===== src/sv/psp_pkg.sv =====
// ----------------------------------------------------------------------------
// psp_pkg - shared types and constants of the PSI section parser
// Section byte item, result record, table ids, stream types and field widths.
// ----------------------------------------------------------------------------
package psp_pkg;

   // section kinds tracked while a section is open
   localparam logic [1:0] KIND_NONE = 2'd0;
   localparam logic [1:0] KIND_PAT  = 2'd1;
   localparam logic [1:0] KIND_PMT  = 2'd2;

   // result kinds
   localparam logic ENTRY_PAT = 1'b0;
   localparam logic ENTRY_PMT = 1'b1;

   // table ids
   localparam logic [7:0] TID_PAT = 8'h00;
   localparam logic [7:0] TID_PMT = 8'h02;

   // stream types and descriptor tags
   localparam logic [7:0] ST_VIDEO     = 8'd2;
   localparam logic [7:0] ST_AUDIO_A   = 8'd3;
   localparam logic [7:0] ST_AUDIO_B   = 8'd4;
   localparam logic [7:0] ST_PRIVATE   = 8'd6;
   localparam logic [7:0] TAG_TELETEXT = 8'd86;

   // section byte offsets
   localparam logic [12:0] OFS_LENGTH    = 13'd2;
   localparam logic [12:0] OFS_PROGRAM   = 13'd4;
   localparam logic [12:0] OFS_PAT_FIRST = 13'd8;
   localparam logic [12:0] OFS_INFO_LEN  = 13'd11;
   localparam logic [12:0] OFS_LOOP      = 13'd12;
   localparam logic [12:0] OFS_MAX       = 13'h1FFF;
   localparam logic [13:0] ES_HDR_LAST   = 14'd4;
   localparam logic [13:0] ES_HDR_LEN    = 14'd5;

   localparam int unsigned PAT_CNT_W = 10;

   typedef struct packed {
      logic [7:0] section_byte;
      logic       first_byte;
   } psp_item_type;

   typedef struct packed {
      logic        entry_kind;
      logic [15:0] program_number;
      logic [12:0] main_pid;
      logic [12:0] audio_pid;
      logic        has_teletext;
      logic [7:0]  stream_count;
      logic [2:0]  slot_index;
   } psp_result_type;

endpackage


===== src/sv/psp_if.sv =====
// ----------------------------------------------------------------------------
// psp_if - valid/ready channels of the PSI section parser
// Section byte channel and result channel, each with source and sink views.
// ----------------------------------------------------------------------------
interface psp_req_if;
   logic       valid;
   logic       ready;
   logic [7:0] section_byte;
   logic       first_byte;

   modport source (output valid, output section_byte, output first_byte, input ready);
   modport sink   (input valid, input section_byte, input first_byte, output ready);
endinterface

interface psp_rsp_if;
   logic        valid;
   logic        ready;
   logic        entry_kind;
   logic [15:0] program_number;
   logic [12:0] main_pid;
   logic [12:0] audio_pid;
   logic        has_teletext;
   logic [7:0]  stream_count;
   logic [2:0]  slot_index;

   modport source (output valid, output entry_kind, output program_number,
                   output main_pid, output audio_pid, output has_teletext,
                   output stream_count, output slot_index, input ready);
   modport sink   (input valid, input entry_kind, input program_number,
                   input main_pid, input audio_pid, input has_teletext,
                   input stream_count, input slot_index, output ready);
endinterface


===== src/sv/psi_section_parser.sv =====
// ----------------------------------------------------------------------------
// psi_section_parser - MPEG-2 PAT/PMT section parser
// Per-byte parsing of PSI sections into program entries and PMT summaries.
// ----------------------------------------------------------------------------
// Takes one section byte per clock and sustains that rate indefinitely while
// the result side keeps up. A byte is registered on transfer and parsed once
// the result register is free, which also loads its result, if any, into the
// result register. Parsing state updates once per parsed byte; the only
// stall is the result register being full, and req_chan.ready follows
// rsp_chan.ready combinationally. No byte is taken while reset is high. A PAT
// section gives one result per program entry (up to MAX_ENTRIES), a PMT
// section one summary at its last byte while fewer than MAX_ENTRIES PMT
// slots have been used since reset; other table ids are skipped.
module psi_section_parser
   import psp_pkg::*;
#(
   parameter int unsigned MAX_ENTRIES = 8
)
(
   input  logic       clock,
   input  logic       reset,
   psp_req_if.sink    req_chan,
   psp_rsp_if.source  rsp_chan
);

   logic           hold_valid;
   psp_item_type   hold_item;
   logic           out_free;
   logic           step;
   logic           emit;
   psp_result_type result;

   // a held byte is parsed once the result register can take its output
   assign step = hold_valid && out_free;

   psp_in_stage u_in_stage (
      .clock      (clock),
      .reset      (reset),
      .req_chan   (req_chan),
      .advance    (step),
      .hold_valid (hold_valid),
      .hold_item  (hold_item)
   );

   psp_parse #(
      .MAX_ENTRIES (MAX_ENTRIES)
   ) u_parse (
      .clock  (clock),
      .reset  (reset),
      .step   (step),
      .item   (hold_item),
      .emit   (emit),
      .result (result)
   );

   psp_out_stage u_out_stage (
      .clock    (clock),
      .reset    (reset),
      .load     (step && emit),
      .result   (result),
      .free     (out_free),
      .rsp_chan (rsp_chan)
   );

endmodule


===== src/sv/psp_in_stage.sv =====
// ----------------------------------------------------------------------------
// psp_in_stage - input register of the PSI section parser
// Captures one section byte per transfer and hands it to the parser.
// ----------------------------------------------------------------------------
module psp_in_stage
   import psp_pkg::*;
(
   input  logic         clock,
   input  logic         reset,
   psp_req_if.sink      req_chan,
   input  logic         advance,   // parser consumes the held byte
   output logic         hold_valid,
   output psp_item_type hold_item
);

   logic         valid_ff, valid_in;
   psp_item_type item_ff;

   // take a new byte when empty or when the held one moves on; none in reset
   assign req_chan.ready = !reset && (!valid_ff || advance);
   assign valid_in = req_chan.valid ? 1'b1 : (valid_ff && !advance);

   always_ff @(posedge clock) begin
      if (reset) begin
         valid_ff <= 1'b0;
      end else begin
         valid_ff <= valid_in;
      end
   end

   always_ff @(posedge clock) begin
      if (req_chan.valid && req_chan.ready) begin
         item_ff <= '{section_byte: req_chan.section_byte, first_byte: req_chan.first_byte};
      end
   end

   assign hold_valid = valid_ff;
   assign hold_item  = item_ff;

endmodule


===== src/sv/psp_parse.sv =====
// ----------------------------------------------------------------------------
// psp_parse - section state and per-byte parsing
// Holds the open section's state, walks PAT entries and the PMT stream loop.
// ----------------------------------------------------------------------------
module psp_parse
   import psp_pkg::*;
#(
   parameter int unsigned MAX_ENTRIES = 8
)
(
   input  logic           clock,
   input  logic           reset,
   input  logic           step,      // one byte is processed this cycle
   input  psp_item_type   item,
   output logic           emit,
   output psp_result_type result
);

   localparam int unsigned SW = $clog2(MAX_ENTRIES + 1);

   logic [1:0]    active_ff, active_in;
   logic [12:0]   offset_ff, offset_in;
   logic [11:0]   sect_len_ff, sect_len_in;
   logic [11:0]   info_len_ff, info_len_in;
   logic [31:0]   hdr_ff, hdr_in;
   logic [12:0]   next_ofs_ff, next_ofs_in;
   logic [11:0]   es_rem_ff, es_rem_in;
   logic [7:0]    cur_type_ff, cur_type_in;
   logic [SW-1:0] entry_idx_ff, entry_idx_in;
   logic [12:0]   video_ff, video_in;
   logic [12:0]   audio_ff, audio_in;
   logic          ttx_ff, ttx_in;
   logic [7:0]    streams_ff, streams_in;
   logic [SW-1:0] slots_ff, slots_in;
   logic [15:0]   prog_ff, prog_in;

   logic [31:0]          hdr_shift;
   logic [12:0]          b;
   logic [7:0]           byte_val;
   logic [PAT_CNT_W-1:0] pat_cnt;
   logic [PAT_CNT_W-1:0] pat_cap;
   logic [13:0]          start_x;
   logic                 in_es_hdr;
   logic [12:0]          es_pos;
   logic [12:0]          pid;
   logic [11:0]          esl;
   logic [SW+2:0]        slot_ext;
   logic [SW+2:0]        entry_ext;

   assign byte_val  = item.section_byte;
   assign hdr_shift = {hdr_ff[23:0], byte_val};
   assign b         = offset_ff;
   assign start_x   = {1'b0, next_ofs_ff};
   assign slot_ext  = {3'b000, slots_ff};
   assign entry_ext = {3'b000, entry_idx_ff};
   assign pid       = hdr_shift[28:16];
   assign esl       = hdr_shift[11:0];
   assign es_pos    = b - next_ofs_ff;

   // PAT entry count from the section length, capped at the slot count
   always_comb begin
      if (sect_len_in >= 12'd8) begin
         pat_cnt = PAT_CNT_W'((sect_len_in - 12'd8) >> 2);
      end else begin
         pat_cnt = '0;
      end
      if (pat_cnt > PAT_CNT_W'(MAX_ENTRIES)) begin
         pat_cap = PAT_CNT_W'(MAX_ENTRIES);
      end else begin
         pat_cap = pat_cnt;
      end
   end

   // current byte lies in the 5-byte header of an ES loop entry
   assign in_es_hdr = (b >= next_ofs_ff) && ({1'b0, b} <= start_x + ES_HDR_LAST) &&
                      (start_x + ES_HDR_LEN < {2'b00, sect_len_in});

   // next state and result for one byte
   always_comb begin
      active_in    = active_ff;
      offset_in    = offset_ff;
      sect_len_in  = sect_len_ff;
      info_len_in  = info_len_ff;
      hdr_in       = hdr_ff;
      next_ofs_in  = next_ofs_ff;
      es_rem_in    = es_rem_ff;
      cur_type_in  = cur_type_ff;
      entry_idx_in = entry_idx_ff;
      video_in     = video_ff;
      audio_in     = audio_ff;
      ttx_in       = ttx_ff;
      streams_in   = streams_ff;
      slots_in     = slots_ff;
      prog_in      = prog_ff;
      emit         = 1'b0;
      result       = '0;

      if (item.first_byte) begin
         // table id: drop any open section and start over
         offset_in    = 13'd1;
         sect_len_in  = '0;
         info_len_in  = '0;
         hdr_in       = {24'd0, byte_val};
         next_ofs_in  = '0;
         es_rem_in    = '0;
         cur_type_in  = '0;
         entry_idx_in = '0;
         video_in     = '0;
         audio_in     = '0;
         ttx_in       = 1'b0;
         streams_in   = '0;
         prog_in      = '0;
         if (byte_val == TID_PAT) begin
            active_in = KIND_PAT;
         end else if (byte_val == TID_PMT && slots_ff < SW'(MAX_ENTRIES)) begin
            active_in = KIND_PMT;
         end else begin
            active_in = KIND_NONE;
         end
      end else if (active_ff != KIND_NONE) begin
         hdr_in = hdr_shift;
         if (b == OFS_LENGTH) begin
            sect_len_in = hdr_shift[11:0];
         end
         if (b == OFS_PROGRAM) begin
            prog_in = hdr_shift[15:0];
         end

         if (active_ff == KIND_PAT) begin
            // one program entry ends every fourth byte from offset 8
            if (b >= OFS_PAT_FIRST && b[1:0] == 2'b11 &&
                {{(PAT_CNT_W-SW){1'b0}}, entry_idx_ff} < pat_cap) begin
               emit                  = 1'b1;
               result.entry_kind     = ENTRY_PAT;
               result.program_number = hdr_shift[31:16];
               result.main_pid       = hdr_shift[12:0];
               result.slot_index     = entry_ext[2:0];
               entry_idx_in          = entry_idx_ff + 1'b1;
            end
         end else begin
            // PMT stream loop walk
            if (b == OFS_INFO_LEN) begin
               info_len_in = hdr_shift[11:0];
               next_ofs_in = OFS_LOOP + {1'b0, hdr_shift[11:0]};
            end else if (b >= OFS_LOOP) begin
               if (in_es_hdr) begin
                  if (es_pos[2:0] == 3'd0) begin
                     cur_type_in = byte_val;
                  end else if (es_pos[2:0] == 3'd4) begin
                     if (cur_type_ff == ST_AUDIO_A || cur_type_ff == ST_AUDIO_B) begin
                        audio_in = pid;
                     end else if (cur_type_ff == ST_VIDEO) begin
                        video_in = pid;
                     end
                     if (streams_ff != 8'hFF) begin
                        streams_in = streams_ff + 8'd1;
                     end
                     es_rem_in   = esl;
                     cur_type_in = (cur_type_ff == ST_PRIVATE && esl != 12'd0) ?
                                   ST_PRIVATE : 8'd0;
                     next_ofs_in = 13'(start_x + ES_HDR_LEN + {2'b00, esl});
                  end
               end else if (es_rem_ff != 12'd0) begin
                  // only the first descriptor byte of a private stream counts
                  if (cur_type_ff == ST_PRIVATE && byte_val == TAG_TELETEXT) begin
                     ttx_in = 1'b1;
                  end
                  cur_type_in = '0;
                  es_rem_in   = es_rem_ff - 12'd1;
               end
            end
         end

         // last byte of the section (CRC included)
         if (b >= OFS_LENGTH && {1'b0, b} == {2'b00, sect_len_in} + 14'd2) begin
            if (active_ff == KIND_PMT) begin
               emit                  = 1'b1;
               result.entry_kind     = ENTRY_PMT;
               result.program_number = prog_in;
               result.main_pid       = video_in;
               result.audio_pid      = audio_in;
               result.has_teletext   = ttx_in;
               result.stream_count   = streams_in;
               result.slot_index     = slot_ext[2:0];
               if (slots_ff < SW'(MAX_ENTRIES)) begin
                  slots_in = slots_ff + 1'b1;
               end
            end
            active_in = KIND_NONE;
         end

         offset_in = (b != OFS_MAX) ? b + 13'd1 : b;
      end
   end

   always_ff @(posedge clock) begin
      if (reset) begin
         active_ff    <= KIND_NONE;
         offset_ff    <= '0;
         sect_len_ff  <= '0;
         info_len_ff  <= '0;
         hdr_ff       <= '0;
         next_ofs_ff  <= '0;
         es_rem_ff    <= '0;
         cur_type_ff  <= '0;
         entry_idx_ff <= '0;
         video_ff     <= '0;
         audio_ff     <= '0;
         ttx_ff       <= 1'b0;
         streams_ff   <= '0;
         slots_ff     <= '0;
         prog_ff      <= '0;
      end else if (step) begin
         active_ff    <= active_in;
         offset_ff    <= offset_in;
         sect_len_ff  <= sect_len_in;
         info_len_ff  <= info_len_in;
         hdr_ff       <= hdr_in;
         next_ofs_ff  <= next_ofs_in;
         es_rem_ff    <= es_rem_in;
         cur_type_ff  <= cur_type_in;
         entry_idx_ff <= entry_idx_in;
         video_ff     <= video_in;
         audio_ff     <= audio_in;
         ttx_ff       <= ttx_in;
         streams_ff   <= streams_in;
         slots_ff     <= slots_in;
         prog_ff      <= prog_in;
      end
   end

endmodule


===== src/sv/psp_out_stage.sv =====
// ----------------------------------------------------------------------------
// psp_out_stage - result register of the PSI section parser
// Holds one result until the downstream transfer completes.
// ----------------------------------------------------------------------------
module psp_out_stage
   import psp_pkg::*;
(
   input  logic           clock,
   input  logic           reset,
   input  logic           load,      // parser step produced a result
   input  psp_result_type result,
   output logic           free,      // register may take a new result
   psp_rsp_if.source      rsp_chan
);

   logic           valid_ff, valid_in;
   psp_result_type data_ff;

   assign free     = !valid_ff || rsp_chan.ready;
   assign valid_in = free ? load : valid_ff;

   always_ff @(posedge clock) begin
      if (reset) begin
         valid_ff <= 1'b0;
      end else begin
         valid_ff <= valid_in;
      end
   end

   always_ff @(posedge clock) begin
      if (load && free) begin
         data_ff <= result;
      end
   end

   assign rsp_chan.valid          = valid_ff;
   assign rsp_chan.entry_kind     = data_ff.entry_kind;
   assign rsp_chan.program_number = data_ff.program_number;
   assign rsp_chan.main_pid       = data_ff.main_pid;
   assign rsp_chan.audio_pid      = data_ff.audio_pid;
   assign rsp_chan.has_teletext   = data_ff.has_teletext;
   assign rsp_chan.stream_count   = data_ff.stream_count;
   assign rsp_chan.slot_index     = data_ff.slot_index;

endmodule

===== src/flat_wrapper.sv =====
// flat-port wrapper written by rule: the top's interface ports become plain ports
module psi_section_parser_flat import psp_pkg::*;
#(
   parameter int unsigned MAX_ENTRIES = 8
)
  (clock, reset, req_chan_valid, req_chan_section_byte, req_chan_first_byte, req_chan_ready, rsp_chan_valid, rsp_chan_entry_kind, rsp_chan_program_number, rsp_chan_main_pid, rsp_chan_audio_pid, rsp_chan_has_teletext, rsp_chan_stream_count, rsp_chan_slot_index, rsp_chan_ready);
  psp_req_if req_chan_i ();
  psp_rsp_if rsp_chan_i ();
  input  logic clock;
  input  logic reset;
  input wire logic [$bits(req_chan_i.valid)-1:0] req_chan_valid;
  input wire logic [$bits(req_chan_i.section_byte)-1:0] req_chan_section_byte;
  input wire logic [$bits(req_chan_i.first_byte)-1:0] req_chan_first_byte;
  output wire logic [$bits(req_chan_i.ready)-1:0] req_chan_ready;
  output wire logic [$bits(rsp_chan_i.valid)-1:0] rsp_chan_valid;
  output wire logic [$bits(rsp_chan_i.entry_kind)-1:0] rsp_chan_entry_kind;
  output wire logic [$bits(rsp_chan_i.program_number)-1:0] rsp_chan_program_number;
  output wire logic [$bits(rsp_chan_i.main_pid)-1:0] rsp_chan_main_pid;
  output wire logic [$bits(rsp_chan_i.audio_pid)-1:0] rsp_chan_audio_pid;
  output wire logic [$bits(rsp_chan_i.has_teletext)-1:0] rsp_chan_has_teletext;
  output wire logic [$bits(rsp_chan_i.stream_count)-1:0] rsp_chan_stream_count;
  output wire logic [$bits(rsp_chan_i.slot_index)-1:0] rsp_chan_slot_index;
  input wire logic [$bits(rsp_chan_i.ready)-1:0] rsp_chan_ready;
  assign req_chan_i.valid = req_chan_valid;
  assign req_chan_i.section_byte = req_chan_section_byte;
  assign req_chan_i.first_byte = req_chan_first_byte;
  assign req_chan_ready = req_chan_i.ready;
  assign rsp_chan_valid = rsp_chan_i.valid;
  assign rsp_chan_entry_kind = rsp_chan_i.entry_kind;
  assign rsp_chan_program_number = rsp_chan_i.program_number;
  assign rsp_chan_main_pid = rsp_chan_i.main_pid;
  assign rsp_chan_audio_pid = rsp_chan_i.audio_pid;
  assign rsp_chan_has_teletext = rsp_chan_i.has_teletext;
  assign rsp_chan_stream_count = rsp_chan_i.stream_count;
  assign rsp_chan_slot_index = rsp_chan_i.slot_index;
  assign rsp_chan_i.ready = rsp_chan_ready;
  psi_section_parser #(.MAX_ENTRIES(MAX_ENTRIES)) u_core (.clock(clock), .reset(reset), .req_chan(req_chan_i), .rsp_chan(rsp_chan_i));
endmodule

===== config.mk =====
export PLATFORM = sky130hd
export DESIGN_NAME = psi_section_parser_flat
export DESIGN_NICKNAME = d
export VERILOG_FILES = /design/src/sv/psp_pkg.sv /design/src/sv/psp_if.sv /design/src/sv/psi_section_parser.sv /design/src/sv/psp_in_stage.sv /design/src/sv/psp_parse.sv /design/src/sv/psp_out_stage.sv /design/src/flat_wrapper.sv
export SDC_FILE = /design/constraint.sdc
export NUM_CORES = 1
export LEC_CHECK = 0
export BUFFER_PORTS_ARGS = -buffer_cell sky130_fd_sc_hd__clkbuf_2
export CORE_ASPECT_RATIO = 1.4
export CORE_UTILIZATION = 30
export CTS_BUF_LIST = sky130_fd_sc_hd__clkbuf_2 sky130_fd_sc_hd__clkbuf_4 sky130_fd_sc_hd__clkbuf_8
export DETAILED_ROUTE_END_ITERATION = 12
export GPL_TIMING_DRIVEN = 0
export HOLD_SLACK_MARGIN = 0.12
export PLACE_DENSITY = 0.51
export SLEW_MARGIN = 0
export SYNTH_ARGS = -nofsm -noshare
export SYNTH_HDL_FRONTEND = slang
export SYNTH_SLANG_ARGS = --single-unit

===== constraint.sdc =====
create_clock -name clock -period 8.9 [get_ports clock]
set_input_delay 0.445 -clock clock [delete_from_list [all_inputs] [get_ports clock]]
set_output_delay 0.445 -clock clock [all_outputs]
set_load 0.05 [all_outputs]

* After elaboration in Yosys (flattened, before gate mapping)
Index checks and enable logic that the tools add are counted. W data, S select, Z words.
Storage, ports and cells: flip-flop bits (word level) 209, bits in latches 0, bits in writable memories 0, ROM bits 0, bits of input ports 13, output and inout bits 57, word-level logic and storage cells 219, memories 0
Cells by class: add/sub/neg operators 12, multipliers 0, divide/modulo/power cells 0, magnitude comparators 10, equality and inequality tests 22, shift-type cells 0, muxes and demuxes 100, bitwise logic cells 4, reductions and logical operators 46
Operators by type and width (count):
- $mux W13 | 30
- $mux W12 | 14
- $mux W8 | 18
- $mux W55 | 2
- $mux W29 | 2
- $mux W16 | 3
- $mux W24 | 2
- $add A13 B3 Y14 const B | 2
- $ge A13 B4 Y1 const B | 2
- $eq A8 B2 Y1 const B | 3
- $reduce_bool A12 Y1 | 2
- $mux W10 | 2
- $eq A8 B3 Y1 const B | 2
- $mux W4 | 4
- $mux W1 | 15
- $le A13 B14 Y1 | 1
- $logic_and A1 B1 Y1 | 14
- $lt A14 B12 Y1 | 1
- $reduce_and A7 Y1 | 2
- $reduce_bool A2 Y1 | 7
- $add A12 B2 Y13 const B | 1
- $add A13 B1 Y13 const B | 1
- $add A13 B12 Y13 | 1
- $add A4 B12 Y13 const A | 1
- 40 further kinds | 62

* Longest topological paths before layout
word-level depth 20, mapped depth 25, gate-level depth less buffers 21

* Cells and area by module
Synthesis repeated with hierarchy kept, for this count alone.
Unflattened totals: cells, all modules 1417, area, all modules 12680.9 um2
By module, submodules not included:
- psp_parse | times used 1, cells an instance 1341, area an instance 10631.4 um2, seq. area each 2862.7 um2
- psp_out_stage | times used 1, cells an instance 60, area an instance 1706.6 um2, seq. area each 1671.6 um2
- psp_in_stage | times used 1, cells an instance 14, area an instance 330.3 um2, seq. area each 290.3 um2
- psi_section_parser | times used 1, cells an instance 2, area an instance 12.5 um2, seq. area each 0.0 um2

* Worst setup path before layout
No wires, ideal clock.
path type flip-flop to flip-flop, start point reg u_core.u_parse.offset_ff[8] (netlist: u_core.u_parse.b[8]), end point reg u_core.u_out_stage.data_ff, in the netlist u_core.u_out_stage.rsp_chan.audio_pid[0], enable pin, library setup time 0.550 ns, data arrival time 8.239 ns, data required time 8.350 ns, path slack 0.110 ns, stages on the path, launching flop included 22, buffers on the path 2, period minus slack after synthesis 8.790 ns, path through dfxtp_1 buf_6 nor4_4 nand4_1 clkbuf_1 nor2_4 nand2_1 nand2_1 nand2_1 ha_1 o211ai_1 or4_4 a21oi_1 nand2b_1 ha_1 a21o_1 nand2_1 o2111ai_1 or4_1 a311oi_2 nor2_1 a211oi_1
Between the ends: cells in the longest elaborated chain, start to end 20, elaborated cells between the ends (all ways) 27, those cells by class 2 x add/sub; 5 x order compare; 2 x eq/ne; 13 x mux; 5 x reduce/logical
RTL lines:
- from (decl) | line psp_parse.sv:22 | logic [12:0] offset_ff, offset_in;
- from (signal assigned) | line psp_parse.sv:215 | offset_ff <= offset_in;
- $eq A13 B2 Y1 | line psp_parse.sv:122 | if (b == OFS_LENGTH) begin
- $mux W12 | line psp_parse.sv:122
- $mux W12 | line psp_parse.sv:120 | end else if (active_ff != KIND_NONE) begin
- $mux W12 | line psp_parse.sv:98 | if (item.first_byte) begin
- $mux W12 | line psp_parse.sv:120
- $mux W12 | line psp_parse.sv:98
- $sub A12 B4 Y12 or $ge A12 B4 Y1 (tied branches) | line psp_parse.sv:63, psp_parse.sv:62
- $mux W10 | line psp_parse.sv:62 | if (sect_len_in >= 12'd8) begin
- (+4 left out)
- $mux W1 | line psp_parse.sv:131 | if (b >= OFS_PAT_FIRST && b[1:0] == 2'b11 &&
- $mux W1 | line psp_parse.sv:129 | if (active_ff == KIND_PAT) begin
- $mux W1 | line psp_parse.sv:176 | if (active_ff == KIND_PMT) begin
- $mux W1 (*) | line psp_parse.sv:175 | if (b >= OFS_LENGTH && {1'b0, b} == {2'b00, sect_len_in} + 14'd2) begin
- $mux W1 (*) | line psp_parse.sv:120
- $mux W1 (*) | line psp_parse.sv:98
- $logic_and A1 B1 Y1 (*) | line psi_section_parser.sv:59 | .load (step && emit),
- $logic_and A1 B1 Y1 (*) | line psp_out_stage.sv:31 | if (load && free) begin
- to (signal assigned) | line psp_out_stage.sv:32 | data_ff <= result;
- to (decl) | line psp_out_stage.sv:17 | psp_result_type data_ff;
Mark *: on every way between the ends. The rest lies on a longest branch, timed or not. The select of a mux whose other input is x is not followed. A chain may end at the register's enable or synchronous reset.

* Final worst setup path
start point reg u_core.u_parse.offset_ff[11] (netlist: u_core.u_parse.b[11]), end point reg u_core.u_out_stage.data_ff, in the netlist u_core.u_out_stage.rsp_chan.stream_count[2], enable pin
Same word-level chain as after synthesis.

==> results.md <==
- Status: finished clean
- CP max FO: 20
- Critical path's top delay family: simple AND/OR/NAND/NOR gates
- Critical Path, Cell by Cell: clkbuf_1 > nor2_1 > nand4_1 > clkbuf_1 > nor2_4 > nand2_1 > nand2_1 > nand2_1 > ha_1 > o211ai_1 > or4_4 > a21oi_1 > nand2b_1 > ha_1 > a21o_1 > nand2_1 > o2111ai_1 > or4_1 > a311oi_2 > nor2_1 > a211oi_4 > buf_6 > buf_8 > buf_8
- Pint: 1.560 mW
- Area leader, netlist: dfxtp_1
- Relative slew slack: 0.1399
- Final Hold Fails: 0
- WP data required: 9150 ps
- H-tree depth: 2
- Max stage delay on crit path: 620 ps
- Final Skew: 39.76 ps
- Worst-skew pair later-pin latency: 580 ps
- Hold-fix buffers, CTS: 10
- DR vias: 11760
- Placed cell areas: 0.01359 sq mm
- Final Setup Violations: 0
- Port bufs: 69
- Design Area, Final: 0.01443 sq mm
- Power share of the clock group: 0.420
- IO Pins: 70
- Largest net degree at the start of global routing: 21
- Wirelength per Cell: 21.18 microns
- Fraction of registers with async set/reset: 0
- Vias in the first global route: 11550
- Post-Syn Area: 0.01251 sq mm
- DP HPWL: 34090 microns
- Post-synthesis sequential area ratio: 0.3856
- Switching part of the total: 0.2868
- 1st-pass router iterations: 7
- Min Hold Slack: 301.4 ps
- Most frequent cells in the layout: nand2_1 (172), dfxtp_1 (145), nor2_1 (128)
- F_max: 0.1489 GHz
- Synthesized Nets: 1523
- Commonest non-fill, non-tap cell in the layout: nand2_1
- Pwr/cell area: 151.6 mW/mm^2
- Final net count: 1642
- Core area: 0.04118 sq mm
- Worst Setup End Kind: flop
- Initial Util: 0.3039
- Max_cap viols: 0
- Worst slew pin tran: 1280 ps
- Peak VDD IR: 86.29 uV
- Max stage delay cell, worst path: a211oi_4
- CTS tree: built
- Clk buf depth: 3
- CTS Sinks: 209
- P&R area growth vs syn: 15.28%
- Die W: 174.6 microns
- Seq cells post-synth: 209
- Die Height: 243.7 microns
- Total CTS buffers: 35
- Critical path startpoint category: flop
- Number of gates resized after CTS: 0
- Share of the synthesized area in the top cell type: 0.2320
- Setup bufs post-CTS: 0
- Most used cell, CP: nand2_1
- Max-slew violations: 0
- Cells taking the most area after synthesis: dfxtp_1 (23%), edfxtp_1 (15%), ha_1 (6.4%)
- Leak Pwr: 5.181 nW
- Vias/cell: 5.515
- Num rows: 88
- Synth warnings: 0
- Layout cells sized above 1: 0.1188
- Clock transition at path regs: 60 ps
- GRT Total Usage: 0.2105
- First-pass GRT wire length: 68320 microns
- Remaining DRCs: 0
- WP buf/inv: 5
- Fin crit period: 6717 ps
- Initial DRC count: 790
- Critical path class: flop to flop
- Comb power frac: 0.122
- Unrepaired setup endpoints after global routing: false
- Part of the power in registers: 0.458
- WP data arrival: 6960 ps
- Crit share post-route: 0.7547
- Post-synth EDFFs: 64
- Setup_tns: 0 ps
- Yosys cell types: 83
- Net Sw Power: 627.2 uW
- Gp weighted congestion: 0.9516
- Post-Syn Area per Cell: 8.660 sq um
- Syn Inst Count: 1445
- Clock root cell: clkbuf_8
- GRT overflow: 0
- DIE AREA: 0.04254 sq mm
- Post-Route Utilization: 0.3503
- Initial antenna violation count: 0
- Ys flop type: dfxtp_1
- ANT nets after route: 0
- Routed WL: 45160 microns
- Hold Crit Class: primary input to flop
per-stage QoR:
stage / cells / power (mW) / setup slack, ps
after floorplan: 1445 / 1.191 / 110.3
after global placement: 2054 / 1.278 / -2462
after detailed placement: 2057 / 1.281 / 2258
after CTS: 2131 / 2.205 / 2202
after global routing: 2131 / 2.272 / 1835
final: 2132 / 2.187 / 2183
routing by layer:
| metal | vias to the layer above | GRT usage | wire length [microns] |
|---|---|---|---|
| met3 | 131 | 0.02606 | 1949 |
| met5 | - | 0 | 0 |
| met4 | 0 | 0.1350 | 2779 |
| li1 | 5542 | - | - |
| met1 | 5724 | 0.2277 | 17370 |
| met2 | 362 | 0.3840 | 23060 |
power by group through the flow:
stage / logic (mW) / registers, mW / clock network (mW)
floorplan: 0.177 / 1.01 / 0
global placement: 0.256 / 1.02 / 0
detailed placement: 0.259 / 1.02 / 0
CTS: 0.263 / 1.00 / 0.941
global route: 0.291 / 1.00 / 0.980
finish: 0.267 / 1.00 / 0.919
cell families after synthesis:
family	after synthesis	share of synthesized area
AOI/OAI and AO/OA	369	0.1953
xor gates and xnor gates	65	0.04769
adders and majority gates	65	0.06559
buffers and inverters	150	0.04999
DFF	209	0.3856
muxes	56	0.04579
and+or+nand+nor	531	0.2101
registers in the layout, summed over array words and instances (netlist names), 9 cells and up:
register / flops
u_core.u_parse.hdr_ff: 24
u_core.u_out_stage.rsp_chan.program_number: 16
u_core.u_parse.prog_ff: 16
u_core.u_out_stage.rsp_chan.audio_pid: 13
u_core.u_out_stage.rsp_chan.main_pid: 13
u_core.u_parse.audio_ff: 13
u_core.u_parse.b: 13
u_core.u_parse.next_ofs_ff: 13
u_core.u_parse.video_ff: 13
u_core.u_parse.es_rem_ff: 12
u_core.u_parse.sect_len_ff: 12
u_core.u_in_stage.hold_item: 9
cell type report:
class	instances	area, sq um
fillers	4333	26750
multi-input cells	1086	7076
clock buffers	45	575.6
well taps	540	675.6
plain buffers	100	437.9
repair buffers	82	486.7
inverters	50	187.7
clock inverters	19	158.9
diodes	1	2.502
flip-flops and latches	209	4825
tightest hold or removal path: cells and delay by family:
kind | cells | cell delay (ps)
AO/OA/AOI/OAI | 1 | 150
AND/OR/NAND/NOR | 2 | 120
buffers and inverters | 1 | 80
path summary, 6_finish.rpt:
path / to / startpoint / cells past startpoint / slack, ps
hold reg to reg: u_core.u_parse.video_ff[5]$_SDFFE_PP0P_ / u_core.u_parse.video_ff[5]$_SDFFE_PP0P_ / 2 / 460
setup / recovery: u_core.u_out_stage.rsp_chan.stream_count[2]$_SDFFCE_PP0P_ / u_core.u_parse.b[11]$_SDFFE_PP0P_ / 24 / 2180
setup reg to reg: u_core.u_out_stage.rsp_chan.stream_count[2]$_SDFFCE_PP0P_ / u_core.u_parse.b[11]$_SDFFE_PP0P_ / 24 / 2180
hold / removal: u_core.u_in_stage.hold_valid$_SDFF_PP0_ / rsp_chan_ready / 4 / 300
cells in the mapped netlist (all sizes together), types with 29 or more instances:
cell      n
nand4    42
o21ai    90
nand2   172
nand3    29
clkbuf   68
nor2    129
inv      49
mux2i    49
a21oi    88
ha       64
nor3     43
buf      32
xnor2    47
edfxtp   64
dfxtp   145
a22oi    45
No activity file was read; power rests on OpenSTA's default activity.
